<file path="src/rtl/best_fit_block_allocator_assert.svh">
`ifndef BEST_FIT_BLOCK_ALLOCATOR_ASSERT_SVH
`define BEST_FIT_BLOCK_ALLOCATOR_ASSERT_SVH
// Same-cycle implication on clk_i, held off during reset.
`define BFA_CHECK(lbl, ante, cons, msg) \
  lbl: assert property (@(posedge clk_i) disable iff (!rst_ni) (ante) |-> (cons)) \
    else $error(msg);
// Next-cycle implication on clk_i, held off during reset.
`define BFA_CHECK_NEXT(lbl, ante, cons, msg) \
  lbl: assert property (@(posedge clk_i) disable iff (!rst_ni) (ante) |=> (cons)) \
    else $error(msg);
`endif

</file>
<file path="src/rtl/bfa_pkg.sv">
package bfa_pkg;
  localparam int ADDR_BITS = 24;
  localparam int PAGE_BITS = 17;
  localparam int LIMIT_BITS = 25;
  localparam int CFG_BITS = 25;

  localparam logic [0:0] CFG_PAGE_BYTES = 1'b0;
  localparam logic [0:0] CFG_HEAP_LIMIT = 1'b1;

  localparam logic ACT_ALLOC = 1'b0;
  localparam logic ACT_FREE = 1'b1;

  typedef enum logic [1:0] {
    ST_OK = 2'd0,
    ST_NO_HEAP = 2'd1,
    ST_TABLE_FULL = 2'd2,
    ST_NOT_FOUND = 2'd3
  } status_e;

  typedef struct packed {
    logic action;
    logic [ADDR_BITS-1:0] request_size;
    logic [ADDR_BITS-1:0] free_address;
  } in_t;

  typedef struct packed {
    logic [ADDR_BITS-1:0] data_address;
    status_e status;
  } out_t;
endpackage

</file>
<file path="src/rtl/best_fit_block_allocator.sv">
// Best-fit heap block allocator. One word in gives one word out. A free scans the block
// table one entry at a time, a memory read and then a compare, and stops at the match.
// An allocate scans the table once in the same way, looking for an exact fit and the best
// split candidate together, and stops at the first exact fit; a split then moves every
// entry above the chosen one up by one slot through the single table memory port, then
// writes the two halves. Heap growth adds a bit-serial remainder unit and a heap check.
// The block takes no new word until the current result has moved into the output
// register.
module best_fit_block_allocator #(
  parameter int MAX_BLOCKS = 64,
  parameter int HEADER_BYTES = 32
) (
  input  logic                         clk_i,
  input  logic                         rst_ni,
  input  logic                         in_valid_i,
  output logic                         in_ready_o,
  input  bfa_pkg::in_t                 in_data_i,
  output logic                         out_valid_o,
  input  logic                         out_ready_i,
  output bfa_pkg::out_t                out_data_o,
  input  logic                         cfg_we_i,
  input  logic [0:0]                   cfg_idx_i,
  input  logic [bfa_pkg::CFG_BITS-1:0] cfg_data_i
);
  localparam int AW = bfa_pkg::ADDR_BITS;
  localparam int PW = bfa_pkg::PAGE_BITS;
  localparam int LW = bfa_pkg::LIMIT_BITS;
  localparam int CW = $clog2(MAX_BLOCKS + 1);
  localparam int IW = $clog2(MAX_BLOCKS);
  localparam int NW = AW + 1;
  localparam int DW = $clog2(NW);
  localparam int GW = AW + 2;
  localparam logic [AW:0] HDR = (AW+1)'(HEADER_BYTES);
  localparam logic [CW:0] MAXB = (CW+1)'(MAX_BLOCKS);

  typedef enum logic [11:0] {
    S_IDLE  = 12'b000000000001,
    S_SC_RD = 12'b000000000010,
    S_SC_CM = 12'b000000000100,
    S_ST_RD = 12'b000000001000,
    S_ST_GT = 12'b000000010000,
    S_DIV   = 12'b000000100000,
    S_GROW  = 12'b000001000000,
    S_SH_RD = 12'b000010000000,
    S_SH_WR = 12'b000100000000,
    S_W1    = 12'b001000000000,
    S_W2    = 12'b010000000000,
    S_DONE  = 12'b100000000000
  } state_e;

  state_e              state_q;
  bfa_pkg::in_t        in_q;
  logic [CW-1:0]       scan_q, j_q, count_q;
  logic                exact_hit_q, fit_hit_q;
  logic [IW-1:0]       exact_idx_q, fit_idx_q, sp_idx_q;
  logic [AW-1:0]       fit_size_q, sp_start_q, sp_size_q;
  logic [PW-1:0]       rem_q;
  logic [DW-1:0]       div_cnt_q;
  logic [AW:0]         top_q;
  logic [AW-1:0]       res_data_q;
  bfa_pkg::status_e    res_status_q;
  logic                out_valid_q;
  bfa_pkg::out_t       out_q;
  logic [PW-1:0]       page_q;
  logic [LW-1:0]       limit_q;
  logic [MAX_BLOCKS-1:0] busy_q;

  // table memory: one write and one registered read per cycle
  logic [AW-1:0] mem_start [MAX_BLOCKS];
  logic [AW-1:0] mem_size [MAX_BLOCKS];
  logic [AW-1:0] rd_start_q, rd_size_q;
  logic [IW-1:0] rd_addr, wr_addr;
  logic          wr_en;
  logic [AW-1:0] wr_start, wr_size;

  logic          in_fire;
  logic          out_load;
  logic [PW-1:0] page_eff;
  logic [NW-1:0] div_n;
  logic [PW:0]   div_tmp;
  logic [GW-1:0] grow;
  logic [AW:0]   lim_eff;
  logic [CW-1:0] jm1;
  logic [AW:0]   req_hdr;

  assign in_ready_o = (state_q == S_IDLE);
  assign in_fire = in_valid_i && in_ready_o;
  assign out_valid_o = out_valid_q;
  assign out_data_o = out_q;
  assign out_load = (state_q == S_DONE) && (!out_valid_q || out_ready_i);

  assign page_eff = (page_q == '0) ? PW'(1) : page_q;
  assign div_n = NW'({HDR, 1'b0}) + NW'(in_q.request_size);
  assign div_tmp = {rem_q, div_n[div_cnt_q]};
  assign grow = GW'(div_n) - GW'(rem_q) + GW'(page_eff);
  assign lim_eff = ({1'b0, limit_q} > LW'(1) << AW) ? (AW+1)'(1) << AW : (AW+1)'(limit_q);
  assign jm1 = j_q - CW'(1);
  assign req_hdr = (AW+1)'(in_q.request_size) + HDR;

  always_comb begin
    rd_addr = scan_q[IW-1:0];
    wr_en = 1'b0;
    wr_addr = sp_idx_q;
    wr_start = sp_start_q;
    wr_size = in_q.request_size;
    case (state_q)
      S_ST_RD: rd_addr = exact_hit_q ? exact_idx_q : fit_idx_q;
      S_SH_RD: rd_addr = jm1[IW-1:0];
      S_SH_WR: begin
        wr_en = 1'b1;
        wr_addr = j_q[IW-1:0];
        wr_start = rd_start_q;
        wr_size = rd_size_q;
      end
      S_W1: wr_en = 1'b1;
      S_W2: begin
        wr_en = 1'b1;
        wr_addr = sp_idx_q + IW'(1);
        wr_start = AW'(sp_start_q + HDR[AW-1:0] + in_q.request_size);
        wr_size = AW'(sp_size_q - in_q.request_size - HDR[AW-1:0]);
      end
      default: ;
    endcase
  end

  always_ff @(posedge clk_i) begin
    if (wr_en) begin
      mem_start[wr_addr] <= wr_start;
      mem_size[wr_addr] <= wr_size;
    end
    rd_start_q <= mem_start[rd_addr];
    rd_size_q <= mem_size[rd_addr];
  end

  always_ff @(posedge clk_i or negedge rst_ni) begin
    if (!rst_ni) begin
      state_q <= S_IDLE;
      in_q <= '0;
      scan_q <= '0;
      j_q <= '0;
      count_q <= '0;
      exact_hit_q <= 1'b0;
      fit_hit_q <= 1'b0;
      exact_idx_q <= '0;
      fit_idx_q <= '0;
      sp_idx_q <= '0;
      fit_size_q <= '0;
      sp_start_q <= '0;
      sp_size_q <= '0;
      rem_q <= '0;
      div_cnt_q <= '0;
      top_q <= '0;
      res_data_q <= '0;
      res_status_q <= bfa_pkg::ST_OK;
      out_valid_q <= 1'b0;
      out_q <= '0;
      page_q <= PW'(4096);
      limit_q <= LW'(1) << AW;
      busy_q <= '0;
    end else begin
      if (cfg_we_i) begin
        if (cfg_idx_i == bfa_pkg::CFG_PAGE_BYTES) page_q <= cfg_data_i[PW-1:0];
        else limit_q <= cfg_data_i[LW-1:0];
      end
      // load a new result, or drop the old one once taken
      if (out_load) out_valid_q <= 1'b1;
      else if (out_valid_q && out_ready_i) out_valid_q <= 1'b0;
      case (state_q)
        S_IDLE: begin
          if (in_fire) begin
            in_q <= in_data_i;
            scan_q <= '0;
            exact_hit_q <= 1'b0;
            fit_hit_q <= 1'b0;
            res_data_q <= '0;
            res_status_q <= bfa_pkg::ST_OK;
            state_q <= S_SC_RD;
          end
        end
        S_SC_RD: begin
          if (scan_q != count_q) begin
            state_q <= S_SC_CM;
          end else if (in_q.action == bfa_pkg::ACT_FREE) begin
            res_status_q <= bfa_pkg::ST_NOT_FOUND;
            state_q <= S_DONE;
          end else if (fit_hit_q) begin
            // split needs one spare table entry
            if ((CW+1)'(count_q) >= MAXB) begin
              res_status_q <= bfa_pkg::ST_TABLE_FULL;
              state_q <= S_DONE;
            end else begin
              state_q <= S_ST_RD;
            end
          end else if ((CW+1)'(count_q) + (CW+1)'(2) > MAXB) begin
            // growth needs two spare entries
            res_status_q <= bfa_pkg::ST_TABLE_FULL;
            state_q <= S_DONE;
          end else begin
            rem_q <= '0;
            div_cnt_q <= DW'(NW - 1);
            state_q <= S_DIV;
          end
        end
        S_SC_CM: begin
          scan_q <= scan_q + CW'(1);
          if (in_q.action == bfa_pkg::ACT_FREE) begin
            if ((rd_start_q + HDR) == (AW+1)'(in_q.free_address)) begin
              busy_q[scan_q[IW-1:0]] <= 1'b0;
              state_q <= S_DONE;
            end else begin
              state_q <= S_SC_RD;
            end
          end else if (!busy_q[scan_q[IW-1:0]] && rd_size_q == in_q.request_size) begin
            // first exact fit wins outright
            exact_hit_q <= 1'b1;
            exact_idx_q <= scan_q[IW-1:0];
            state_q <= S_ST_RD;
          end else begin
            state_q <= S_SC_RD;
            if (!busy_q[scan_q[IW-1:0]] && req_hdr < (AW+1)'(rd_size_q) &&
                (!fit_hit_q || fit_size_q > rd_size_q)) begin
              fit_hit_q <= 1'b1;
              fit_idx_q <= scan_q[IW-1:0];
              fit_size_q <= rd_size_q;
            end
          end
        end
        S_ST_RD: state_q <= S_ST_GT;
        S_ST_GT: begin
          if (exact_hit_q) begin
            busy_q[exact_idx_q] <= 1'b1;
            res_data_q <= AW'(rd_start_q + HDR[AW-1:0]);
            state_q <= S_DONE;
          end else begin
            sp_idx_q <= fit_idx_q;
            sp_start_q <= rd_start_q;
            sp_size_q <= fit_size_q;
            j_q <= count_q;
            if (count_q > CW'(fit_idx_q) + CW'(1)) state_q <= S_SH_RD;
            else state_q <= S_W1;
          end
        end
        S_DIV: begin
          // one remainder bit per cycle, MSB first
          if (div_tmp >= (PW+1)'(page_eff)) rem_q <= PW'(div_tmp - (PW+1)'(page_eff));
          else rem_q <= div_tmp[PW-1:0];
          div_cnt_q <= div_cnt_q - DW'(1);
          if (div_cnt_q == '0) state_q <= S_GROW;
        end
        S_GROW: begin
          if ((GW+1)'(top_q) + (GW+1)'(grow) > (GW+1)'(lim_eff)) begin
            res_status_q <= bfa_pkg::ST_NO_HEAP;
            state_q <= S_DONE;
          end else begin
            // append the new block, then split it as the last entry
            sp_idx_q <= count_q[IW-1:0];
            sp_start_q <= top_q[AW-1:0];
            sp_size_q <= AW'(grow - GW'(HDR));
            busy_q[count_q[IW-1:0]] <= 1'b0;
            count_q <= count_q + CW'(1);
            top_q <= (AW+1)'(GW'(top_q) + grow);
            state_q <= S_W1;
          end
        end
        S_SH_RD: state_q <= S_SH_WR;
        S_SH_WR: begin
          busy_q[j_q[IW-1:0]] <= busy_q[jm1[IW-1:0]];
          j_q <= jm1;
          if (jm1 > CW'(sp_idx_q) + CW'(1)) state_q <= S_SH_RD;
          else state_q <= S_W1;
        end
        S_W1: begin
          busy_q[sp_idx_q] <= 1'b1;
          state_q <= S_W2;
        end
        S_W2: begin
          busy_q[sp_idx_q + IW'(1)] <= 1'b0;
          count_q <= count_q + CW'(1);
          res_data_q <= AW'(sp_start_q + HDR[AW-1:0]);
          state_q <= S_DONE;
        end
        S_DONE: begin
          // hold the result until the output register is free
          if (out_load) begin
            out_q.data_address <= res_data_q;
            out_q.status <= res_status_q;
            state_q <= S_IDLE;
          end
        end
        default: state_q <= S_IDLE;
      endcase
    end
  end

`include "best_fit_block_allocator_assert.svh"
  `BFA_CHECK(a_count_max, 1'b1, (CW+1)'(count_q) <= MAXB, "block count beyond table")
  `BFA_CHECK(a_top_max, 1'b1, top_q <= ((AW+1)'(1) << AW), "heap top beyond address space")
  `BFA_CHECK_NEXT(a_split_count, state_q == S_W2, count_q == $past(count_q) + CW'(1), "split lost entry")
  `BFA_CHECK_NEXT(a_done_out, state_q == S_DONE && (!out_valid_q || out_ready_i), out_valid_q, "result dropped")
endmodule

</file>
<file path="config.mk">
export PLATFORM = sky130hd
export DESIGN_NAME = best_fit_block_allocator
export DESIGN_NICKNAME = d
export VERILOG_FILES = /design/src/rtl/bfa_pkg.sv /design/src/rtl/best_fit_block_allocator.sv
export VERILOG_INCLUDE_DIRS = /design/src /design/src/rtl
export SDC_FILE = /design/constraint.sdc
export NUM_CORES = 2
export LEC_CHECK = 0
export BUFFER_PORTS_ARGS = -buffer_cell sky130_fd_sc_hd__buf_2
export CORE_MARGIN = 5
export CORE_UTILIZATION = 55
export CTS_BUF_LIST = sky130_fd_sc_hd__clkbuf_8
export DETAILED_ROUTE_END_ITERATION = 8
export PLACE_DENSITY = 0.78
export SYNTH_ARGS = -nofsm -noshare
export SYNTH_HDL_FRONTEND = slang
export SYNTH_SLANG_ARGS = --single-unit
</file>
<file path="constraint.sdc">
create_clock -name clk_i -period 23.5 [get_ports clk_i]
set_clock_uncertainty 0.2 [all_clocks]
set_input_delay 2.35 -clock clk_i [delete_from_list [all_inputs] [get_ports clk_i]]
set_output_delay 2.35 -clock clk_i [all_outputs]
set_load 0.005 [all_outputs]
</file>
==> run summary <==
Cell taking the most area after synthesis = edfxtp_1
Final period util = 45.40%
RD Place Congestion = 0.9961
Max-cap viol count = 0
Worst-path clk slew = 0.06 ns
CTS root buf = clkbuf_8
Worst Path Required = 24.25 ns
Power share of the clock group = 26.2%
Final-report max-slew violation count = 0
Outcome = completed
Cell-internal power = 11.90 mW
Crit path kind = flop to flop
Final Hold Fails = 0
Seq cells post-synth = 3,500
Post-CTS setup buffers = 0
Placed Cells = 14,250
Most frequent cells in the layout = edfxtp_1 (3,072), nand2_1 (1,957), clkbuf_8 (581)
Final Util = 60.71%
FMAX = 93.73 MHz
HP Class = flop to flop
Residual DRC = 0
CTS Sinks = 3,500
Core area = 279,400 um2
Placed Instance Area = 159,500 um2
Most frequent CP cell = ha_1
Vias in the first global route = 101,800
Sw frac = 35.49%
PortBufs = 107
H-tree levels = 6
PnR worst setup slack = 12.83 ns
TritonCTS clock tree = built
Pre-CTS setup slack = 13.04 ns
Yosys warns = 0
Clock latency at the later pin of the worst-skew pair = 1.18 ns
Fraction of layout cells with a size suffix above 1 = 16.75%
Top post-synthesis cells by area = edfxtp_1 (60%), mux4_2 (8.3%), dfrtp_1 (6.1%)
Routed Antenna Nets = 0
Most common cell after layout, fill and taps aside = edfxtp_1
RSZ-0062 raised after global routing = no
EDFF count, synth = 3,072
Final Instance Area = 169,600 um2
Register area share after synthesis = 66.53%
# rows = 194
Die Width = 539.8 um
Reg power frac = 42.9%
Pre-Repair DR Iteration Count = 6
Chip height = 539.8 um
Die Area = 291,400 um2
Slew @ Worst Pin = 1.384 ns
Synthesized area per cell = 14.23 um2
Post-synth ARST share = 10.86%
Slowest stage cell, crit path = o41ai_1
NetSw = 6.548 mW
Num CTS Buffers = 558
Endpoint type of the worst setup path = flop
WL/cell = 32.42 um
Crit path largest cell delay = 1.02 ns
Vias = 103,200
Top-area cell type share of the netlist area = 59.74%
Setup TNS = 0 ns
Crit path DAT = 11.42 ns
Starting Density = 55.27%
Initial DRC count = 15,870
Clock buffer depth = 4
Worst VDD drop = 0.1201 mV
CTS Hold Bufs = 0
Overall routing resource usage = 33.21%
Rel. slew slack = 7.760%
Post-Synthesis Cells = 10,850
Gr ovfl total = 0
Predominant post-synthesis flop cell = edfxtp_1
Drt via density = 6.772
Logic gate share of total power = 30.9%
Layout Nets = 11,420
Hpwl dp = 293.5 mm
Final Non-Filler Cells = 15,240
IO Count = 108
Area grow syn2layout = 9.850%
CP max FO = 16
Final Total Pwr = 18.45 mW
Pin count of the biggest net entering global routing = 134
Critical Path Source Type = flop
Synth unique cells = 103
Resized Gates After CTS = 0
First-pass GRT wire length = 708.0 mm
Final setup fails = 0
P per Cell Area = 108.8 nW/um2
Final Critical Period = 10.67 ns
Post-Syn Area = 154,400 um2
Mapped Nets = 11,190
Cell leakage power = 59.98 nW
Drt total wl = 494.1 mm
Initial antenna violation count = 23
Hold Slack = 0.2817 ns
cell usage after synthesis (14+ instances only):
master    count
edfxtp_1   3072
nand2_1    1964
mux4_2      570
o21ai_0     426
nand3_1     392
a21oi_1     380
clkbuf_1    377
dfrtp_1     377
nor2_1      358
a311oi_1    298
ha_1        238
inv_1       219
and3_1      191
a31oi_1     151
buf_2       140
xnor2_1     138
mux2_2      124
mux2i_1     105
a22oi_1     104
nor3_1       98
xor2_1       96
a211oi_1     69
buf_1        62
a21o_1       54
o22ai_1      54
buf_4        50
buf_6        48
dfxtp_1      48
or3_1        46
nor2b_1      44
nor4_1       42
nand4_1      39
o211ai_1     36
nand2b_1     35
o221ai_1     24
and2_1       22
fa_1         21
o21a_1       21
nor3b_1      20
o21bai_1     15
a221oi_1     14
o31ai_1      14
power by group through the flow:
stage	clock [mW]	sequential, mW	combinational (mW)
6_report	4.83	7.92	5.71
5_1_grt	5.16	7.92	6.22
4_1_cts	4.87	7.90	5.62
3_5_place_dp	0	8.02	5.59
3_3_place_gp	0	8.02	5.50
2_1_floorplan	0	7.93	3.80
per-layer routing:
metal | up-vias | global-route usage (%) | share of wire, %
li1 | 42210 | - | -
met1 | 51180 | 42.85 | 34
met2 | 8033 | 51.43 | 46
met3 | 1746 | 8.852 | 13
met4 | 10 | 18.98 | 6.9
met5 | - | 0 | 0.012
sequential cells by signal (all words and copies together) (netlist names), 12 cells and up:
name and count:
mem_start 1536, top_q 25, sp_size_q 24, rd_size_q 24
limit_q 25, res_data_q 24, fit_size_q 24, out_data_o 26
rd_start_q 24, page_q 17, mem_size 1536, busy_q 64
state_q 12, rem_q 17, sp_start_q 24, in_q 49
cell families (layout without fill, tap and decap cells):
group	Yosys count	count (layout)	share of synthesized area, %
compound gates	1809	1809	7.745
xor+xnor	239	239	1.403
fa+ha+maj	259	259	2.201
buf+inv	909	1562	2.745
flops	3500	3500	66.53
mux	799	799	9.899
other cells	0	12	0
simple gates	3333	3333	9.479
cell type report:
class                           count  area (um2)
Timing Repair Buffer              358        2630
Inverter                          225       849.6
Clock inverter                    398        2092
Antenna cell                       12       30.03
Sequential cell                  3500      102700
Tap cell                         3724        4659
Multi-Input combinational cell   6439       48640
Clock buffer                      581        7996
Fill cell                       19860      109800
critical path: cells and delay by family, from the launching register on:
family | cells | cell delay, ns
XOR/XNOR | 2 | 0.68
AO/OA/AOI/OAI | 14 | 5.37
adder cells (fa/ha/maj) | 5 | 1.81
AND/OR/NAND/NOR | 7 | 1.85
buffers and inverters | 1 | 0.08
flip-flops | 1 | 0.51
final timing paths:
| path | startpoint | end | slack, ns | cells past startpoint |
|---|---|---|---|---|
| worst max-delay path | in_q[31]$_DFFE_PN0P_ | busy_q[2]$_DFFE_PN0P_ | 12.83 | 29 |
| worst min-delay path | res_data_q[20]$_DFFE_PN0P_ | res_data_q[20]$_DFFE_PN0P_ | 0.28 | 2 |
| worst max register to register | in_q[31]$_DFFE_PN0P_ | busy_q[2]$_DFFE_PN0P_ | 12.83 | 29 |
| worst min register to register | res_data_q[20]$_DFFE_PN0P_ | res_data_q[20]$_DFFE_PN0P_ | 0.28 | 2 |
| max in group asynchronous | rst_ni | sp_size_q[20]$_DFFE_PN0P_ | 19.31 | 3 |
| min in group asynchronous | rst_ni | page_q[10]$_DFFE_PN0P_ | 1.11 | 1 |
Power figures use the tool's default switching activity.
